$ cat config.mk
export PLATFORM = sky130hd
export DESIGN_NAME = length_header_unescape_decoder_unit
export DESIGN_NICKNAME = d
export VERILOG_FILES = /design/src/sv/lhud_pkg.sv /design/src/sv/lhud_fifo.sv /design/src/sv/lhud_front.sv /design/src/sv/lhud_back.sv /design/src/sv/length_header_unescape_decoder_unit.sv
export SDC_FILE = /design/constraint.sdc
export NUM_CORES = 1
export LEC_CHECK = 0
export BUFFER_PORTS_ARGS = -buffer_cell sky130_fd_sc_hd__buf_2
export CAP_MARGIN = 20
export CORE_ASPECT_RATIO = 1.1
export CORE_MARGIN = 3
export CORE_UTILIZATION = 40
export DETAILED_ROUTE_END_ITERATION = 10
export PLACE_DENSITY = 0.62
export SYNTH_ARGS = -nofsm -noshare
export SYNTH_HDL_FRONTEND = slang
export SYNTH_HIERARCHICAL = 1
export SYNTH_SLANG_ARGS = --single-unit
$ cat constraint.sdc
create_clock -name clk -period 4.55 [get_ports clk]
set_input_delay 0.2275 -clock clk [delete_from_list [all_inputs] [get_ports clk]]
set_output_delay 0.2275 -clock clk [all_outputs]
set_load 0.005 [all_outputs]
$ cat src/sv/lhud_pkg.sv
// Shared types and constants for the length-header unescape decoder.
// Holds the phase, command and result codes and the packed records
// passed between the front end, the command queue and the back end.
`timescale 1ns / 1ps
`default_nettype none

package lhud_pkg;

  localparam int LENGTH_WIDTH_DEFAULT = 32;
  localparam int LEN_MAX_WIDTH        = 64;
  localparam int QUEUE_DEPTH_DEFAULT  = 2;

  localparam logic [7:0] CH_COLON  = 8'h3A;
  localparam logic [7:0] CH_PIPE   = 8'h7C;
  localparam logic [7:0] CH_ZERO   = 8'h30;
  localparam logic [7:0] CH_Z      = 8'h5A;
  localparam logic [7:0] CH_L      = 8'h4C;
  localparam logic [7:0] CH_F      = 8'h46;
  localparam logic [7:0] CH_P      = 8'h50;
  localparam logic [7:0] BYTE_NUL  = 8'h00;
  localparam logic [7:0] BYTE_LF   = 8'h0A;
  localparam logic [7:0] BYTE_CR   = 8'h0D;

  typedef enum logic [1:0] {
    PH_HEADER = 2'd0,
    PH_BODY   = 2'd1,
    PH_ESCAPE = 2'd2,
    PH_DROP   = 2'd3
  } phase_t;

  typedef enum logic [2:0] {
    OP_DIGIT    = 3'd0,
    OP_COLON    = 3'd1,
    OP_DATA     = 3'd2,
    OP_ESC_LAST = 3'd3,
    OP_BAD_ESC  = 3'd4,
    OP_SKIP     = 3'd5
  } op_t;

  typedef enum logic [1:0] {
    KIND_DATA       = 2'd0,
    KIND_LENGTH     = 2'd1,
    KIND_BAD_HEADER = 2'd2,
    KIND_BAD_ESCAPE = 2'd3
  } kind_t;

  typedef struct packed {
    op_t        op;
    logic [7:0] data;
    logic       last;
  } cmd_t;

  typedef struct packed {
    kind_t       kind;
    logic [7:0]  data_byte;
    logic [31:0] declared_length;
    logic [31:0] byte_index;
    logic        beyond_length;
    logic        last;
  } result_t;

endpackage

`default_nettype wire

$ cat src/sv/lhud_fifo.sv
// Small register-based FIFO used for the command queue and the result queue.
// Depends on nothing but its WIDTH and DEPTH parameters.
`timescale 1ns / 1ps
`default_nettype none

module lhud_fifo #(
  parameter int WIDTH = 8,
  parameter int DEPTH = 2
) (
  input  wire logic             clk,
  input  wire logic             rst,
  input  wire logic             wr_en,
  input  wire logic [WIDTH-1:0] wr_data,
  input  wire logic             rd_en,
  output logic      [WIDTH-1:0] rd_data,
  output logic                  full,
  output logic                  empty
);

  localparam int PTR_W = (DEPTH > 1) ? $clog2(DEPTH) : 1;
  localparam int CNT_W = $clog2(DEPTH + 1);

  logic [WIDTH-1:0] mem [DEPTH];
  logic [PTR_W-1:0] wr_ptr;
  logic [PTR_W-1:0] rd_ptr;
  logic [CNT_W-1:0] count;
  logic             do_wr;
  logic             do_rd;

  assign full    = (count == CNT_W'(DEPTH));
  assign empty   = (count == '0);
  assign do_wr   = wr_en && !full;
  assign do_rd   = rd_en && !empty;
  assign rd_data = mem[rd_ptr];

  always_ff @(posedge clk) begin
    if (do_wr) begin
      mem[wr_ptr] <= wr_data;
    end
  end

  always_ff @(posedge clk) begin
    if (rst) begin
      wr_ptr <= '0;
      rd_ptr <= '0;
      count  <= '0;
    end else begin
      if (do_wr) begin
        wr_ptr <= (wr_ptr == PTR_W'(DEPTH - 1)) ? '0 : wr_ptr + 1'b1;
      end
      if (do_rd) begin
        rd_ptr <= (rd_ptr == PTR_W'(DEPTH - 1)) ? '0 : rd_ptr + 1'b1;
      end
      if (do_wr && !do_rd) begin
        count <= count + 1'b1;
      end else if (do_rd && !do_wr) begin
        count <= count - 1'b1;
      end
    end
  end

endmodule

`default_nettype wire

$ cat src/sv/lhud_front.sv
// Front end: tracks the message phase and turns each character into a command.
// Depends on lhud_pkg for phase and command types.
`timescale 1ns / 1ps
`default_nettype none

module lhud_front (
  input  wire logic          clk,
  input  wire logic          rst,
  input  wire logic          take,
  input  wire logic [7:0]    in_byte,
  input  wire logic          in_last,
  output lhud_pkg::cmd_t     cmd
);

  lhud_pkg::phase_t phase;
  lhud_pkg::phase_t phase_next;

  always_ff @(posedge clk) begin
    if (rst) begin
      phase <= lhud_pkg::PH_HEADER;
    end else if (take) begin
      phase <= phase_next;
    end
  end

  always_comb begin
    phase_next = phase;
    cmd.op     = lhud_pkg::OP_SKIP;
    cmd.data   = in_byte;
    cmd.last   = in_last;
    case (phase)
      lhud_pkg::PH_HEADER: begin
        if (in_byte == lhud_pkg::CH_COLON) begin
          cmd.op     = lhud_pkg::OP_COLON;
          phase_next = lhud_pkg::PH_BODY;
        end else begin
          cmd.op = lhud_pkg::OP_DIGIT;
        end
      end
      lhud_pkg::PH_BODY: begin
        if (in_byte == lhud_pkg::CH_PIPE) begin
          if (in_last) begin
            cmd.op = lhud_pkg::OP_ESC_LAST;
          end else begin
            phase_next = lhud_pkg::PH_ESCAPE;
          end
        end else begin
          cmd.op = lhud_pkg::OP_DATA;
        end
      end
      lhud_pkg::PH_ESCAPE: begin
        cmd.op     = lhud_pkg::OP_DATA;
        phase_next = lhud_pkg::PH_BODY;
        case (in_byte)
          lhud_pkg::CH_Z: cmd.data = lhud_pkg::BYTE_NUL;
          lhud_pkg::CH_L: cmd.data = lhud_pkg::BYTE_LF;
          lhud_pkg::CH_F: cmd.data = lhud_pkg::BYTE_CR;
          lhud_pkg::CH_P: cmd.data = lhud_pkg::CH_PIPE;
          default: begin
            cmd.op     = lhud_pkg::OP_BAD_ESC;
            phase_next = lhud_pkg::PH_DROP;
          end
        endcase
      end
      default: begin
        cmd.op = lhud_pkg::OP_SKIP;
      end
    endcase
    // The end of a message always returns the decoder to the header phase.
    if (in_last) begin
      phase_next = lhud_pkg::PH_HEADER;
    end
  end

endmodule

`default_nettype wire

$ cat src/sv/lhud_back.sv
// Back end: executes commands, keeping the length accumulator and data index.
// Depends on lhud_pkg for command and result types.
`timescale 1ns / 1ps
`default_nettype none

module lhud_back #(
  parameter int LENGTH_WIDTH = lhud_pkg::LENGTH_WIDTH_DEFAULT
) (
  input  wire logic           clk,
  input  wire logic           rst,
  input  wire logic           take,
  input  wire lhud_pkg::cmd_t cmd,
  output logic                res_valid,
  output lhud_pkg::result_t   res
);

  localparam int MW = lhud_pkg::LEN_MAX_WIDTH;

  logic [LENGTH_WIDTH-1:0] acc;
  logic [LENGTH_WIDTH-1:0] acc_next;
  logic [LENGTH_WIDTH-1:0] acc_upd;
  logic [31:0]             idx;
  logic [31:0]             idx_next;
  logic [MW-1:0]           acc_ext;
  logic [MW-1:0]           acc_upd_ext;
  logic                    beyond;

  // acc * 10 as two shifted copies, then add the character minus '0'.
  assign acc_upd = (acc << 3) + (acc << 1) + LENGTH_WIDTH'(cmd.data)
                   - LENGTH_WIDTH'(lhud_pkg::CH_ZERO);
  assign acc_ext     = MW'(acc);
  assign acc_upd_ext = MW'(acc_upd);
  assign beyond      = (MW'(idx) >= acc_ext);

  always_ff @(posedge clk) begin
    if (rst) begin
      acc <= '0;
      idx <= '0;
    end else if (take) begin
      acc <= acc_next;
      idx <= idx_next;
    end
  end

  always_comb begin
    acc_next            = acc;
    idx_next            = idx;
    res_valid           = 1'b0;
    res.kind            = lhud_pkg::KIND_DATA;
    res.data_byte       = '0;
    res.declared_length = acc_ext[31:0];
    res.byte_index      = idx;
    res.beyond_length   = 1'b0;
    res.last            = cmd.last;
    case (cmd.op)
      lhud_pkg::OP_DIGIT: begin
        acc_next            = acc_upd;
        res.declared_length = acc_upd_ext[31:0];
        res.kind            = lhud_pkg::KIND_BAD_HEADER;
        res_valid           = cmd.last;
      end
      lhud_pkg::OP_COLON: begin
        res.kind  = lhud_pkg::KIND_LENGTH;
        res_valid = 1'b1;
      end
      lhud_pkg::OP_DATA: begin
        res.kind          = lhud_pkg::KIND_DATA;
        res.data_byte     = cmd.data;
        res.beyond_length = beyond;
        res_valid         = 1'b1;
        idx_next          = idx + 32'd1;
      end
      lhud_pkg::OP_ESC_LAST, lhud_pkg::OP_BAD_ESC: begin
        res.kind  = lhud_pkg::KIND_BAD_ESCAPE;
        res.last  = 1'b1;
        res_valid = 1'b1;
      end
      default: begin
        res_valid = 1'b0;
      end
    endcase
    if (cmd.last) begin
      acc_next = '0;
      idx_next = '0;
    end
  end

endmodule

`default_nettype wire

$ cat src/sv/length_header_unescape_decoder_unit.sv
// Top level of the length-header unescape decoder.
// Depends on lhud_pkg, lhud_fifo, lhud_front and lhud_back.
//
// Usage: messages of the form "<decimal length>:<escaped body>" arrive one
// character per request on the input queue port (push / full, in_byte,
// in_last). A request is taken at a clock edge with push high and full low.
// Results leave through the output queue port (empty / pop and the result
// fields); the oldest result is shown while empty is low and is taken at an
// edge with pop high. Each character gives zero or one result.
// The edge that takes a character writes its command into the command
// queue; the back end then writes the result queue when it has room, and
// the result is shown once it stands in the result queue.
// Throughput: one character per cycle while full stays low, set by the phase
// update in the front end and the accumulate in the back end.
// When the consumer stalls, the result queue fills, the back end stops
// draining commands, and full rises once the command queue is full too; no
// request is lost. A synchronous reset empties both queues and returns the
// decoder to the header phase with a zero length and index.
`timescale 1ns / 1ps
`default_nettype none

module length_header_unescape_decoder_unit #(
  parameter int LENGTH_WIDTH = lhud_pkg::LENGTH_WIDTH_DEFAULT,
  parameter int QUEUE_DEPTH  = lhud_pkg::QUEUE_DEPTH_DEFAULT
) (
  input  wire logic        clk,
  input  wire logic        rst,
  input  wire logic        push,
  output logic             full,
  input  wire logic [7:0]  in_byte,
  input  wire logic        in_last,
  output logic             empty,
  input  wire logic        pop,
  output logic [1:0]       kind,
  output logic [7:0]       data_byte,
  output logic [31:0]      declared_length,
  output logic [31:0]      byte_index,
  output logic             beyond_length,
  output logic             out_last
);

  localparam int CMD_W = $bits(lhud_pkg::cmd_t);
  localparam int RES_W = $bits(lhud_pkg::result_t);

  logic              in_take;
  lhud_pkg::cmd_t    front_cmd;
  logic [CMD_W-1:0]  cmd_q_data;
  lhud_pkg::cmd_t    back_cmd;
  logic              cmd_empty;
  logic              back_take;
  logic              res_valid;
  lhud_pkg::result_t back_res;
  logic              res_full;
  logic [RES_W-1:0]  res_q_data;
  lhud_pkg::result_t out_res;

  // The front end classifies every accepted character in the same cycle and
  // writes one command, so the input side stalls only on the command queue.
  assign in_take = push && !full;

  lhud_front u_front (
    .clk     (clk),
    .rst     (rst),
    .take    (in_take),
    .in_byte (in_byte),
    .in_last (in_last),
    .cmd     (front_cmd)
  );

  lhud_fifo #(
    .WIDTH (CMD_W),
    .DEPTH (QUEUE_DEPTH)
  ) u_cmd_q (
    .clk     (clk),
    .rst     (rst),
    .wr_en   (in_take),
    .wr_data (front_cmd),
    .rd_en   (back_take),
    .rd_data (cmd_q_data),
    .full    (full),
    .empty   (cmd_empty)
  );

  assign back_cmd = lhud_pkg::cmd_t'(cmd_q_data);

  // A command runs only when the result queue has room, whether or not it
  // produces a result, which keeps the accumulator update and the write tied.
  assign back_take = !cmd_empty && !res_full;

  lhud_back #(
    .LENGTH_WIDTH (LENGTH_WIDTH)
  ) u_back (
    .clk       (clk),
    .rst       (rst),
    .take      (back_take),
    .cmd       (back_cmd),
    .res_valid (res_valid),
    .res       (back_res)
  );

  lhud_fifo #(
    .WIDTH (RES_W),
    .DEPTH (QUEUE_DEPTH)
  ) u_res_q (
    .clk     (clk),
    .rst     (rst),
    .wr_en   (back_take && res_valid),
    .wr_data (back_res),
    .rd_en   (pop),
    .rd_data (res_q_data),
    .full    (res_full),
    .empty   (empty)
  );

  assign out_res         = lhud_pkg::result_t'(res_q_data);
  assign kind            = out_res.kind;
  assign data_byte       = out_res.data_byte;
  assign declared_length = out_res.declared_length;
  assign byte_index      = out_res.byte_index;
  assign beyond_length   = out_res.beyond_length;
  assign out_last        = out_res.last;

  // Every error result closes its message.
  a_error_is_last: assert property (@(posedge clk) disable iff (rst)
    (!empty && (kind == lhud_pkg::KIND_BAD_HEADER || kind == lhud_pkg::KIND_BAD_ESCAPE))
    |-> out_last)
    else $error("error result without out_last");

  // Only data results carry a byte or a beyond-length flag.
  a_nondata_clean: assert property (@(posedge clk) disable iff (rst)
    (!empty && kind != lhud_pkg::KIND_DATA) |-> (data_byte == '0 && !beyond_length))
    else $error("non-data result carries data fields");

  // The length report comes before any body byte, so its index is zero.
  a_length_index_zero: assert property (@(posedge clk) disable iff (rst)
    (!empty && kind == lhud_pkg::KIND_LENGTH) |-> (byte_index == '0))
    else $error("length result with nonzero index");

endmodule

`default_nettype wire

Yosys cells after proc, flatten, opt, wreduce, memory -nomap -nowiden
Memory sizes are Yosys's and may differ from the RTL's. A register that Yosys moved wholly into a read port is not among the register bits.
Cells that the tools add are included.
Operators by class
  add/sub/neg operators: 12
  multiply operators: 0
  divide/modulo/power cells: 0
  magnitude comparators: 1
  eq/ne operators: 16
  shift-type cells: 0
  multiplexer cells: 37
  bitwise gates (word level): 0
  reduce and logical (&&, ||, !) cells: 32
Operators with widths (count)
  2-to-1 mux 32 bit: 4
  equality test 8 x 7 -> 1 bit (second input constant): 5
  adder 32 x 1 -> 32 bit (second input constant): 1
  adder 32 bit: 1
  adder 32 x 8 -> 32 bit: 1
  >= comparator 32 bit: 1
  case mux 8 bit (4 select lines): 1
  subtractor 32 x 6 -> 32 bit (second input constant): 1
  2-to-1 mux 2 bit: 8
  2-to-1 mux 8 bit: 2
  2-to-1 mux 1 bit: 15
  case mux 2 bit (3 select lines): 2
  logical AND 1 bit: 11
  2-to-1 mux 3 bit: 3
  case mux 3 bit (3 select lines): 1
  equality test 8 x 6 -> 1 bit (second input constant): 1
  logical NOT 1 bit: 8
  OR reduction 4 bit: 2
  equality test 2 bit (second input constant): 3
  equality test 3 x 2 -> 1 bit (second input constant): 2
  logical NOT 2 bit: 3
  != test 3 x 2 -> 1 bit (second input constant): 2
  nonzero test 2 bit: 3
  adder 1 bit (second input constant): 4
  other kinds (11): 13
Word-level totals
  flip-flop bits (word level): 74
  bits in latches: 0
  bits in writable memories: 176
  bits in read-only memories: 0
  logic and storage cells: 109
  memories: 2
Memory list
  u_res_q.mem: depth 2, bits a word 76, rd ports 1, clocked after Yosys merged registers in 1, wr ports 1, line lhud_fifo.sv:23  | logic [WIDTH-1:0] mem [DEPTH];
  u_cmd_q.mem: depth 2, bits a word 12, rd ports 1, clocked after Yosys merged registers in 1, wr ports 1, line lhud_fifo.sv:23

Depth between registers and ports, before layout
  depth in word-level cells: 9
  gate-level depth with buffers: 15

Cells and area by module
Netlist, hierarchy kept.
By module, submodules not included
  lhud_back: times used 1, cells each 777, area an instance 6185.9 sq um
  lhud_fifo (u_res_q): times used 1, cells each 261, area an instance 5705.5 sq um
  lhud_fifo (u_cmd_q): times used 1, cells each 62, area an instance 1078.5 sq um
  lhud_front: times used 1, cells each 71, area an instance 541.8 sq um
  length_header_unescape_decoder_unit: times used 1, cells each 3, area an instance 22.5 sq um

Worst setup path after synthesis
Ideal clock, no wire load.
  kind: reg2reg
  from: reg (tool-made name)
  to: mem u_res_q/mem[1][0] (netlist name) (enable)
  arrival time: 3.516 ns
  required time: 4.107 ns
  setup slack: 0.591 ns
  stages on the path, launching flop included: 9
  buffers on the path: 1
  cell sequence: dfxtp_1 -> buf_2 -> mux2_2 -> or2_2 -> a21oi_1 -> nor3b_2 -> inv_1 -> nor2_1 -> and2_1
RTL lines (line)
  to (decl): lhud_fifo.sv:23

==> flow_metrics.env <==
export IMPL_status="finished, final reports clean"
export IMPL_fin_crit_sh_pct=89.40
export IMPL_synth_warnings=6
export IMPL_grt_usage_pct=15.39
export IMPL_insertion_delay_ps=530
export IMPL_yosysSeqAreaShare_pct=50.29
export IMPL_crit_chain="buf_4, mux2_2, inv_1, ha_1, fa_1, inv_1, ha_1, o211ai_1, a21oi_2, o311ai_0, a21boi_0, o21ai_0, nor3b_1, o31ai_1"
export IMPL_cp_required_ps=4780
export IMPL_synth_compound_area_share_pct=9.966
export IMPL_clockRootBuffer="clkbuf_16"
export IMPL_max_freq_mhz=245.8
export IMPL_synth_nets=1314
export IMPL_cts_buffers=26
export IMPL_path_class="reg -> reg"
export IMPL_grt_overflow=0
export IMPL_vias_per_cell=5.212
export IMPL_core_um2=33280
export IMPL_fill_cells=3093
export IMPL_grt_pass1_vias=8679
export IMPL_finalHoldViolCount=0
export IMPL_muxShareOfSynthArea_pct=8.607
export IMPL_finalSetupTns_ps=0
export IMPL_critPathMaxStageDelay_ps=510
export IMPL_whs_ps=119.5
export IMPL_synth_async_sr_flop_share_pct=0
export IMPL_cts_clk_slew_worst_paths_ps=60
export IMPL_dp_hpwl_um=20800
export IMPL_antenna_cells=0
export IMPL_clock_sinks=252
export IMPL_synthAdderAreaFrac_pct=12.07
export IMPL_grt_max_degree=48
export IMPL_final_setup_skew_ps=12.82
export IMPL_rr_worst_depth=14
export IMPL_drv_slew=0
export IMPL_cp_start_kind="flip-flop"
export IMPL_holdPathEnd="u_cmd_q/mem[0][6]"
export IMPL_cts_tree="done"
export IMPL_worst_pin_slew_ps=1141
export IMPL_synthesis_area_um2=13530
export IMPL_ys_flop_type="edfxtp_1"
export IMPL_synthToLayoutAreaGrowth_pct=12.83
export IMPL_synthDistinctLibCells=74
export IMPL_whs_path_depth=3
export IMPL_antenna_found_initial=0
export IMPL_hp_start="in_byte[5]"
export IMPL_ys_seq_elements=252
export IMPL_vias=8954
export IMPL_die_area_um2=36080
export IMPL_rsz0062_at_grt="no"
export IMPL_htreeDepth=1
export IMPL_finalSetupViolations=0
export IMPL_hold_path_class="in -> reg"
export IMPL_place_gp_congestion=0.8592
export IMPL_routedWlPerCell_um=16.49
export IMPL_drtPass1Iterations=5
export IMPL_rows=70
export IMPL_final_area_um2=15270
export IMPL_drive_gt1_share_pct=20.76
export IMPL_portBuffers=90
export IMPL_critPathMaxFanout=7
export IMPL_top_layer="met4"
export IMPL_dr_wl_met3_um=1148
export IMPL_post_cts_buffers=0
export IMPL_ios=91
export IMPL_synth_simple_area_share_pct=10.51
export IMPL_drv_cap=0
export IMPL_ant_nets=0
export IMPL_cp_slowest_cell="fa_1"
export IMPL_synth_area_per_cell_um2=11.53
export IMPL_totalWireLength_um=28320
export IMPL_synthXorXnorAreaFrac_pct=3.947
export IMPL_synth_top_family_by_area="adder cells"
export IMPL_synth_top_area_share_pct=39.05
export IMPL_cts_buffer_depth=3
export IMPL_cp_arrival_ps=4300
export IMPL_max_slew_margin_pct=23.68
export IMPL_met1Wirelength_um=13470
export IMPL_die_y_um=198.9
export IMPL_drc_errors=0
export IMPL_synth_top_cell_by_area="edfxtp_1"
export IMPL_post_dp_cell_area_um2=14460
export IMPL_min_period_ps=4068
export IMPL_r2r_slack_ps=480
export IMPL_synth_area_top_cells="edfxtp_1, dfxtp_1, ha_1"
export IMPL_rr_endpoint="u_res_q/mem[1][47]"
export IMPL_end_kind="flip-flop"
export IMPL_initial_core_util_pct=40.67
export IMPL_synth_edf_count=176
export IMPL_die_x_um=181.4
export IMPL_drt_iter0_markers=524
export IMPL_syn_instance_count=1174
export IMPL_grt_pass1_wl_um=45540
export IMPL_final_nets=1407
export IMPL_wl_met2_um=13310
worst max path at each step:
stage,endpoint,slack [ps],start
finish,u_res_q/mem[1][47],480,flip-flop
floorplan,u_res_q/mem[1][0],590,flip-flop
detailed placement,u_res_q/mem[1][63],480,flip-flop
global placement,u_res_q/mem[0][63],500,flip-flop
global route,u_res_q/mem[1][47],170,flip-flop
CTS,u_res_q/mem[1][63],480,flip-flop
worst max-delay path, delay by kind of cell (launching register included):
family,cells,cell delay (ps)
fa+ha+maj,3,1110
simple gates,1,330
mux,1,350
buf+inv,3,320
flops,1,450
compound gates,6,1220
sequential cells by signal, summed over array words and instances, names as in the netlist, named ones only:
name	cells
u_res_q/mem	152
u_back/acc	32
u_back/idx	32
u_cmd_q/mem	24
u_cmd_q/count	2
u_front/phase	2
u_res_q/count	2
u_cmd_q/rd_ptr	1
u_cmd_q/wr_ptr	1
u_res_q/rd_ptr	1
u_res_q/wr_ptr	1
cell families after synthesis:
family | count (synthesis)
buffers and inverters | 152
adders and majority gates | 127
xor gates and xnor gates | 61
DFF | 252
muxes | 103
AOI/OAI and AO/OA | 205
and+or+nand+nor | 274
stage by stage:
| step | utilization [%] | cells | setup slack (ps) |
|---|---|---|---|
| after global routing | 45.88 | 1718 | 174.9 |
| final | 45.88 | 1718 | 482.2 |
| after CTS | 45.88 | 1718 | 479.6 |
| after detailed placement | 43.45 | 1669 | 482.0 |
| after global placement | 43.45 | 1669 | 502.2 |
| after floorplan | - | 1174 | 590.7 |
layer usage:
layer | up-vias | GRT usage [%]
met2 | 168 | 25.91
met3 | 31 | 2.012
li1 | 4449 | -
met1 | 4306 | 21.51
met5 | - | 0
met4 | 0 | 3.132
repair_timing:
item / in CTS / in global routing
gates resized for setup: 0 / 0
endpoints found under the hold margin: 4 / 0
hold buffers: 2 / 0
cell type report:
class | count | area (um^2) | area share [%]
inverters | 115 | 432.9 | 2.835
clock buffers | 32 | 704.4 | 4.613
well taps | 432 | 540.5 | 3.540
repair buffers | 102 | 570.5 | 3.736
clock inverters | 15 | 85.08 | 0.5571
multi-input cells | 770 | 6127 | 40.12
flip-flops and latches | 252 | 6810 | 44.60
cell usage after synthesis, types with 3 or more instances:
cell      number
nor2b_1       10
nand3b_1       3
mux2_2        99
a21boi_0       3
nand2_1       65
or3_1          8
a21o_1        13
or2_2          3
buf_2          9
a41oi_1        3
nand4_1       22
o21ai_1        4
buf_6          4
fa_1           6
o21ai_0       55
nand2b_1      11
a32oi_1        5
dfxtp_1       76
nor3_1        11
nor4_1         5
xor2_1        40
o211ai_1       6
a21oi_1       48
nand3_1       20
o31ai_1        6
a22oi_1       10
nor2_1        78
o21a_1         7
o21bai_1       5
and4_1        10
edfxtp_1     176
a22o_1        13
a31oi_1        4
inv_1        115
and2_1        11
buf_4          3
xnor2_1       21
ha_1         121
clkbuf_1      21
placed cells by master (no fill, tap or decap), types with 40 or more instances in the layout:
cell,instances
mux2_2,99
a21oi_1,48
dfxtp_1,75
edfxtp_1,176
o21ai_0,55
buf_2,90
xor2_1,40
inv_1,114
nor2_1,77
nand2_1,65
ha_1,121
Power is left out: the tool's default activity adds up to more than one toggle a clock period on the data nets, which glitch-free logic cannot reach.
